### src/psd_pkg.sv
// ----------------------------------------------------------------------------
// psd_pkg: shared types and constants for the point-segment distance unit
// Result field widths and region codes.
// ----------------------------------------------------------------------------
package psd_pkg;

  localparam int DIST_WIDTH   = 26;
  localparam int REGION_WIDTH = 2;
  localparam logic [DIST_WIDTH-1:0] DIST_MAX = 26'h3FF_FFFF;

  typedef enum logic [REGION_WIDTH-1:0] {
    REGION_PERP  = 2'd0,
    REGION_END_B = 2'd1,
    REGION_END_A = 2'd2
  } region_t;

endpackage

### src/psd_root_cell.sv
// ----------------------------------------------------------------------------
// psd_root_cell: one bit of floor(sqrt(num / len))
// Tries bit BIT of the root against the running remainder and hands the
// updated remainder, root and root*len to the next cell.
// ----------------------------------------------------------------------------
module psd_root_cell import psd_pkg::*; #(
  parameter int BIT = 0,
  parameter int DW  = 25,
  parameter int LW  = 2 * DW + 1,
  parameter int TW  = 4 * DW + 2
) (
  input  logic          clk,
  input  logic          rst_n,
  input  logic          up_valid,
  output logic          up_ready,
  input  logic [TW-1:0] up_rem,
  input  logic [TW-1:0] up_acc,
  input  logic [LW-1:0] up_len,
  input  logic [DW-1:0] up_root,
  input  region_t       up_region,
  output logic          dn_valid,
  input  logic          dn_ready,
  output logic [TW-1:0] dn_rem,
  output logic [TW-1:0] dn_acc,
  output logic [LW-1:0] dn_len,
  output logic [DW-1:0] dn_root,
  output region_t       dn_region
);

  logic          valid_r;
  logic [TW-1:0] rem_r, acc_r, rem_nxt, acc_nxt;
  logic [LW-1:0] len_r;
  logic [DW-1:0] root_r, root_nxt;
  region_t       region_r;
  logic [TW-1:0] term;
  logic          take;

  // (d + 2^b)^2 * L - d^2 * L = (d*L) << (b+1) + L << 2b
  assign term = (up_acc << (BIT + 1)) + (TW'(up_len) << (2 * BIT));
  assign take = term <= up_rem;

  always_comb begin
    rem_nxt  = up_rem;
    acc_nxt  = up_acc;
    root_nxt = up_root;
    if (take) begin
      rem_nxt       = up_rem - term;
      acc_nxt       = up_acc + (TW'(up_len) << BIT);
      root_nxt[BIT] = 1'b1;
    end
  end

  assign up_ready = !valid_r || dn_ready;

  always_ff @(posedge clk) begin
    if (!rst_n) begin
      valid_r <= 1'b0;
    end else if (up_ready) begin
      valid_r <= up_valid;
    end
  end

  always_ff @(posedge clk) begin
    if (up_ready) begin
      rem_r    <= rem_nxt;
      acc_r    <= acc_nxt;
      len_r    <= up_len;
      root_r   <= root_nxt;
      region_r <= up_region;
    end
  end

  assign dn_valid  = valid_r;
  assign dn_rem    = rem_r;
  assign dn_acc    = acc_r;
  assign dn_len    = len_r;
  assign dn_root   = root_r;
  assign dn_region = region_r;

endmodule

### config.mk
export PLATFORM = sky130hd
export DESIGN_NAME = psd_root_cell
export DESIGN_NICKNAME = d
export VERILOG_FILES = /design/src/psd_pkg.sv /design/src/psd_root_cell.sv
export SDC_FILE = /design/constraint.sdc
export NUM_CORES = 1
export LEC_CHECK = 0
export BUFFER_PORTS_ARGS = -buffer_cell sky130_fd_sc_hd__buf_2
export CAP_MARGIN = 0
export CORE_AREA = 4 4 219 221
export DETAILED_ROUTE_END_ITERATION = 10
export DIE_AREA = 0 0 223 225
export GPL_TIMING_DRIVEN = 0
export PLACE_DENSITY_LB_ADDON = 0.1
export SYNTH_ARGS = -nofsm -noshare
export SYNTH_HDL_FRONTEND = slang
export SYNTH_SLANG_ARGS = --single-unit
### constraint.sdc
create_clock -name clk -period 14.6 [get_ports clk]
set_input_delay 1.46 -clock clk [delete_from_list [all_inputs] [get_ports clk]]
set_output_delay 1.46 -clock clk [all_outputs]
set_load 0.01 [all_outputs]
Word-level counts from Yosys, hierarchy flattened
Index checks and enable logic that the tools add are counted.

Bits of input ports: 286. Register bits: 283.

Muxes and demuxes: 2. $add $sub $neg: 3. Reduce and logical (&&, ||, !) cells: 2. Order comparisons: 1.

Operator list (count): 102-bit by 51-bit adder with 102-bit output (2); 102-bit two-way mux (2); 102-bit less-or-equal comparator (1); 102-bit subtractor (1); 1-bit zero test (1); 1-bit logical OR (1).

Logic depth before layout (Yosys ltp)
Gate-level depths: netlist (run 1).

Depth after elaboration: 3. Mapped depth: 32.

Worst setup path after synthesis (run 1)
Ideal clock, no wire load.

Kind: input -> output. From: input dn_ready. To: output up_ready. Buffers on the path: 0. Arrival time: 8286 ps. Setup slack: 4854 ps. Stages on the path: 1. Data required time: 13140 ps. Cells stage by stage: nand2b_1.

Cells in the longest elaborated chain, start to end: 1.

RTL lines: start: declaration (line psd_root_cell.sv:22) `input logic dn_ready,`; 1-bit logical OR (line psd_root_cell.sv:53) `assign up_ready = !valid_r || dn_ready;`; end: declaration (line psd_root_cell.sv:15) `output logic up_ready,`.

Every way passes these cells.

Worst setup path after layout (run 1)
From: input up_len[1]. To: register rem_r[66] (netlist: dn_rem[66]) (data pin).

Cells in the longest elaborated chain, start to end: 3.

RTL lines: start: declaration (line psd_root_cell.sv:18) `input logic [LW-1:0] up_len,`; 102-bit by 51-bit adder with 102-bit output * (line psd_root_cell.sv:39) `assign term = (up_acc << (BIT + 1)) + (TW'(up_len) << (2 * BIT));`; 102-bit subtractor or 102-bit less-or-equal comparator (tied branches) (line psd_root_cell.sv:47, psd_root_cell.sv:40); 102-bit two-way mux * (line psd_root_cell.sv:46) `if (take) begin`; net rem_nxt[66] (line psd_root_cell.sv:31) `logic [TW-1:0] rem_r, acc_r, rem_nxt, acc_nxt;`; end signal: assignment (line psd_root_cell.sv:65) `rem_r <= rem_nxt;`; end: declaration (line psd_root_cell.sv:31).

Mark *: on every way through the listed nets, which the timed path passes. The rest lies on a longest branch. A chain may end at the register's enable or synchronous reset.

==> results of run 1 <==
-- sequential cells by signal, indices dropped and copies added (netlist names) --
| signal | flops |
|---|---|
| dn_acc | 102 |
| dn_valid | 1 |
| dn_len | 51 |
| dn_region | 2 |
| dn_root | 25 |
| dn_rem | 102 |
-- report_power, final --
part / total, mW / switching (mW) / leakage (nW) / internal (mW)
registers: 1.09 / 0.0471 / 2.96 / 1.05
logic: 1.30 / 0.826 / 9.14 / 0.478
clock network: 0.896 / 0.370 / 0.572 / 0.526
total: 3.29 / 1.24 / 12.7 / 2.05
-- kinds of logic (layout without fill, tap and decap cells) --
family	Yosys count	in the layout	share of synthesized area
other	0	21	0
buffers and inverters	208	834	0.0358
AOI/OAI and AO/OA	852	852	0.218
and+or+nand+nor	883	883	0.174
adders and majority gates	206	206	0.107
muxes	13	13	0.00760
DFF	283	283	0.351
xor gates and xnor gates	293	293	0.106
-- layer usage --
metal,global-route usage,vias up,share of wire
li1,-,11400,-
met1,0.453,11700,0.40
met2,0.578,1170,0.47
met3,0.0627,221,0.084
met4,0.135,10,0.044
met5,0,-,0.00076
-- path summary, 6_finish.rpt --
check                           slack, ns       from         end  depth (start not counted)
worst max-delay path                 4.85  up_len[1]  dn_rem[66]                         30
worst min-delay path                 1.05   dn_valid  dn_len[44]                          1
worst max register to register      12.68   dn_valid   dn_len[3]                          3
worst min register to register       1.05   dn_valid  dn_len[44]                          1
-- placed cells by master, fill, tap and decap left out, drive strengths merged, types with 16 or more instances in the layout --
cell type  synthesis  layout
buf               40     604
nand2            338     338
edfxtp           282     282
o21ai            267     267
a21oi            247     247
ha               203     203
xor2             161     161
nor2             152     152
clkbuf           100     139
xnor2            132     132
a21o             122     122
nand4            100     100
nand3             87      87
inv               68      71
o21bai            47      47
nor3              40      40
and3              31      31
nand2b            25      25
nor2b             24      24
o21a              22      22
diode              0      21
a211oi            18      18
a31oi             17      17
or3               17      17
and2              16      16
-- cell type report --
type	instances	share of cell area
antenna	21	0.00181
tap	607	0.0261
inverter	68	0.00878
multi-input combinational	2247	0.511
sequential	283	0.292
clock inverter	23	0.00856
clock buffer	39	0.0314
buffer	140	0.0210
timing repair buffer	564	0.0999
-- worst reg2reg max path, cell delays in order, from the launching register on --
cell,delay [ns]
dfxtp_1,0.33
nand2b_4,0.49
buf_12,0.32
buf_16,0.34
==> summary.md, run 1 <==
| Metric | Value |
|---|---|
| Hold Vio Cnt, Final | `0` |
| Syn Nets | `about 3.2k` |
| Area of the multi-input gates | `14800 sq um` |
| Worst setup SP type | `input pin` |
| CP delay by family, top | `compound AO/OA/AOI/OAI gates` |
| Via count | `between 20k and 25k` |
| RSZ-0062 raised after global routing | `no` |
| DRT Wirelength | `91900 um` |
| Final Wtd Congestion | `between 0.9 and 1` |
| WP data arrival | `9.95 ns` |
| Crit path kind | `input pin to flop` |
| Final Util | `0.630` |
| Tightest Hold Check Type | `flop to flop` |
| Initial Util | `0.524` |
| Synth Cell Area | `about 24000 sq um` |
| Port bufs | `approximately 560` |
| Ys Warns | `0` |
| Setup WS post-layout | `just under 5 ns` |
| Dpl cells | `3909` |
| Die X-Extent | `between 200 and 250 um` |
| VDD IR max | `around 0.00011 V` |
| Pwr per Cell Area | `113 nW/um^2` |
| Fmax | `103 MHz` |
| Endpoints failing setup | `0` |
| Total Power | `between 3 and 4 mW` |
| Fin crit share | `0.668` |
| Mapped Cells | `around 2.7k` |
| Worst-path fanout max | `10` |
| Post-CTS Hold Fix Bufs | `0` |
| Placement Rows | `79` |
| Global-route wire length before repair | `~140000 um` |
| Root Buffer Master | `clkbuf_16` |
| Die area | `50200 sq um` |
| Core area | `~46000 sq um` |
| Fraction of layout cells with a size suffix above 1 | `0.207` |
| Final non-filler cell total | `approximately 4.0k` |
| Max-cap viol count | `0` |
| Slowest cell on crit path | `a2111oi_0` |
| Fillers | `approximately 4.0k` |
| Pleak | `12.7 nW` |
| Largest net degree at the start of global routing | `77` |
| CTS max path bufs | `3` |
| Setup_tns | `0 ns` |
| Reg area | `between 8000 and 9000 sq um` |
| Clock latency on the worst-skew pair | `approximately 0.57 ns` |
| Starting DRC count in detailed routing | `~2.5k` |
| Sequential element share of the synthesized area | `0.351` |
| Hold Slack | `between 1 and 1.5 ns` |
| Total gr overflow | `0` |
| TritonCTS buffer count | `35` |
| Req. time, crit path | `around 15 ns` |
| Post-route cell area | `slightly below 30000 sq um` |
| Post-layout min period | `between 9 and 10 ns` |
| Chip height | `225 um` |
| Antenna Nets Post-Route | `0` |
| Setup Fix Bufs, Post-CTS | `0` |
| Distinct cell type count after synthesis | `between 70 and 80` |
| CP Capture Type | `flop` |
| Post-DP Area | `27900 sq um` |
| Setup Skew | `about 0.027 ns` |
| Max incr delay on CP | `about 0.61 ns` |
| Commonest cells in the netlist | `nand2_1 (337), edfxtp_1 (282), a21oi_1 (247)` |
| Drt via density | `6.12` |
| FF+latch count, synth | `around 280` |
| Buf/Inv on CP | `8` |
| First drt pass iteration count | `7` |
| Worst Tran Pin Value | `between 1 and 1.5 ns` |
| Ys async rst share | `0` |
| Relative slew slack | `0.249` |
| DP Wirelength | `roughly 75000 um` |
| Synth area leader | `edfxtp_1` |
| Final nets | `3831` |
| Post-synth EDFFs | `282` |
| IO Count | `570` |
| Most used DFF post-synth | `edfxtp_1` |
| Initial antenna violation count | `22` |
| CTS H-tree lvls | `2` |
| Synth top area cells | `edfxtp_1 (35%), ha_1 (10%), xor2_1 (5.8%)` |
| DRC viols | `0` |
| CTS tree | `done` |
| P&R area growth vs syn | `20.2%` |
| Synth top area share | `0.350` |
| Clk sinks | `roughly 280` |
| Vias in the first global route | `between 20k and 25k` |
| Gr usage total | `0.347` |
| Clock-pin slew on the worst setup and hold paths | `~0.060 ns` |
| Final Max Slew Viols | `0` |
| Most frequent cell after synthesis | `nand2_1` |
| Drt wl/cell | `23.0 um` |
| Post_cts resized | `0` |
| Outcome | `finished, final reports clean` |
| Avg Cell Area, Syn | `slightly below 9 sq um` |
| Minimum setup slack after placement | `about 4.5 ns` |
(Power assumes the default switching activity.)
==> run 2, diff against run 1 <==
CORE_AREA = unset   (was 4 4 219 221)
CORE_MARGIN = 4   (was unset)
CORE_UTILIZATION = 50   (was unset)
DIE_AREA = unset   (was 0 0 223 225)
clock period = 8.1 ns   (was 14.6 ns; I/O delays follow)
==> summary.md, run 2 (same netlist as run 1, synthesis figures left out) <==
| Metric | Value |
|---|---|
| Clock-pin slew on the worst setup and hold paths | `0.06 ns (about the same)` |
| CTS H-tree lvls | `2 (unchanged)` |
| Worst setup SP type | `input pin` |
| Hold Slack | `0.427 ns (-0.622 ns)` |
| CTS tree | `done` |
| Total gr overflow | `0 (unchanged)` |
| CP Capture Type | `flop` |
| Dpl cells | `3916 (+0.18%)` |
| Buf/Inv on CP | `9 (+1)` |
| Fin crit share | `0.967` |
| Endpoints failing setup | `0 (unchanged)` |
| Setup Skew | `0.0207 ns (-0.00601 ns)` |
| Commonest non-fill, non-tap cell in the layout | `buf_2` |
| Final Max Slew Viols | `0 (unchanged)` |
| Drt wl/cell | `23.0 um (about the same)` |
| Core area | `47700 sq um (+3.4%)` |
| Net Sw Frac | `0.379 (+0.00193)` |
| Initial antenna violation count | `23 (+4.5%)` |
| Tightest Hold Check Type | `input pin to flop` |
| Clk sinks | `283 (unchanged)` |
| Root Buffer Master | `clkbuf_16` |
| Hold Vio Cnt, Final | `0 (unchanged)` |
| Antenna Nets Post-Route | `0 (unchanged)` |
| Worst-path fanout max | `11 (+1)` |
| Final Wtd Congestion | `1.01 (+1.1%)` |
| Total Power | `5.91 mW (+79%)` |
| Gr usage total | `0.336 (-0.0107)` |
| Initial Util | `0.507 (-0.0174)` |
| Clock latency on the worst-skew pair | `0.57 ns (about the same)` |
| VDD IR max | `0.000175 V (+59%)` |
| Fraction of layout cells with a size suffix above 1 | `0.211 (+0.00433)` |
| Die X-Extent | `228 um (+2.2%)` |
| CP delay by family, top | `compound AO/OA/AOI/OAI gates` |
| CTS max path bufs | `3 (unchanged)` |
| Crit path kind | `input pin to flop` |
| NetSw | `2.24 mW (+80%)` |
| Pleak | `12.7 nW (+0.15%)` |
| Via count | `24.2k (-0.80%)` |
| Drt via density | `6.07 (-0.85%)` |
| Post-CTS Hold Fix Bufs | `0 (unchanged)` |
| First drt pass iteration count | `5 (-2)` |
| Final nets | `3833 (+0.052%)` |
| Worst Tran Pin Value | `1.04 ns (-0.0889 ns)` |
| Most frequent cells in the layout | `buf_2 (581), nand2_1 (336), edfxtp_1 (282), a21oi_1 (246), o21ai_0 (229)` |
| Clk network pwr share | `0.268 (-0.004)` |
| RSZ-0062 raised after global routing | `no` |
| Cell Int Power | `3.67 mW (+79%)` |
| DRC viols | `0 (unchanged)` |
| Comb pwr share | `0.399 (+0.003)` |
| Max incr delay on CP | `0.53 ns (-0.08 ns)` |
| Pwr per Cell Area | `203 nW/um^2 (+79%)` |
| Final non-filler cell total | `3994 (+0.050%)` |
| Max-cap viol count | `0 (unchanged)` |
| Post-layout min period | `just under 8 ns` |
| DRT Wirelength | `92000 um (+0.12%)` |
| Placement Rows | `80 (+1.3%)` |
| Relative slew slack | `0.304 (+0.0546)` |
| WP data arrival | `8.12 ns (-1.83 ns)` |
| Chip height | `228 um (+1.3%)` |
| IO Count | `570 (unchanged)` |
| Vias in the first global route | `23.6k (-0.24%)` |
| Largest net degree at the start of global routing | `76 (-1.3%)` |
| Die area | `52000 sq um (+3.6%)` |
| Starting DRC count in detailed routing | `2104 (-17%)` |
| Global-route wire length before repair | `139000 um (+1.1%)` |
| Req. time, crit path | `8.39 ns (-6.41 ns)` |
| P&R area growth vs syn | `20.5%` |
| Port bufs | `559 (unchanged)` |
| Outcome | `finished, final reports clean` |
| TritonCTS buffer count | `35 (unchanged)` |
| DP Wirelength | `75400 um (+1.2%)` |
| Fmax | `between 100 and 150 MHz` |
| Slowest cell on crit path | `o41a_1` |
| Seq pwr share | `0.333 (about the same)` |
## run 2: cell count changes in the layout (fill, tap and decap cells not counted), moves of 2 or more
| cell | delta |
|---|---|
| buf_2 | -5 |
| clkbuf_1 | -5 |
| clkbuf_2 | +2 |
| o21ai_0 | -3 |
| diode_2 | -8 |
| o21ai_2 | +2 |
| clkinvlp_4 | +3 |
| buf_4 | +6 |
## run 2: what timing repair did
item                                    4_1_cts  5_1_grt
pin swaps                                     3        2
resized for setup                             9       13
buffers inserted                              5        0
endpoints found under the setup margin      204      196
## run 2: power by group through the flow
stage	registers, mW	logic [mW]	clock network, mW
after floorplan	2.10	1.36	0
after global placement	2.00	2.27	0
after detailed placement	1.99	2.30	0
after CTS	1.97	2.32	1.61
after global routing	1.98	2.57	1.67
final	1.97	2.36	1.58
## run 2: area by class of cell
type	instances	area, sq um
clock buffers	37	905
well taps	615	769
repair buffers	568	2950
clock inverters	25	236
fillers	4214	18600
inverters	68	255
flip-flops and latches	283	8490
diodes	13	32.5
plain buffers	138	626
multi-input cells	2247	14900
## run 2: final timing paths
kind	start	to	slack, ns	depth (start not counted)
max	up_len[1]	dn_rem[71]	0.26	32
min	up_root[15]	dn_root[15]	0.43	1
max reg2reg	dn_valid	dn_len[48]	6.08	3
min reg2reg	dn_valid	dn_root[7]	1.05	1
## run 2: layer usage
layer	part of all wire	global-route usage	vias up
li1	-	-	11400
met1	0.40	0.433	11500
met2	0.47	0.566	1128
met3	0.080	0.0652	207
met4	0.042	0.124	22
met5	0.0015	0	-
## run 2: through the flow
step           TNS, ns   util  cell area, sq um  setup WS, ns
2_1_floorplan        0      -             24200          1.13
3_3_place_gp   -198.15  0.581             27800         -1.22
3_5_place_dp   -222.13  0.584             27900         -1.34
4_1_cts              0  0.609             29100        0.0142
5_1_grt              0  0.610             29100       0.00779
6_report             0  0.611             29100         0.264
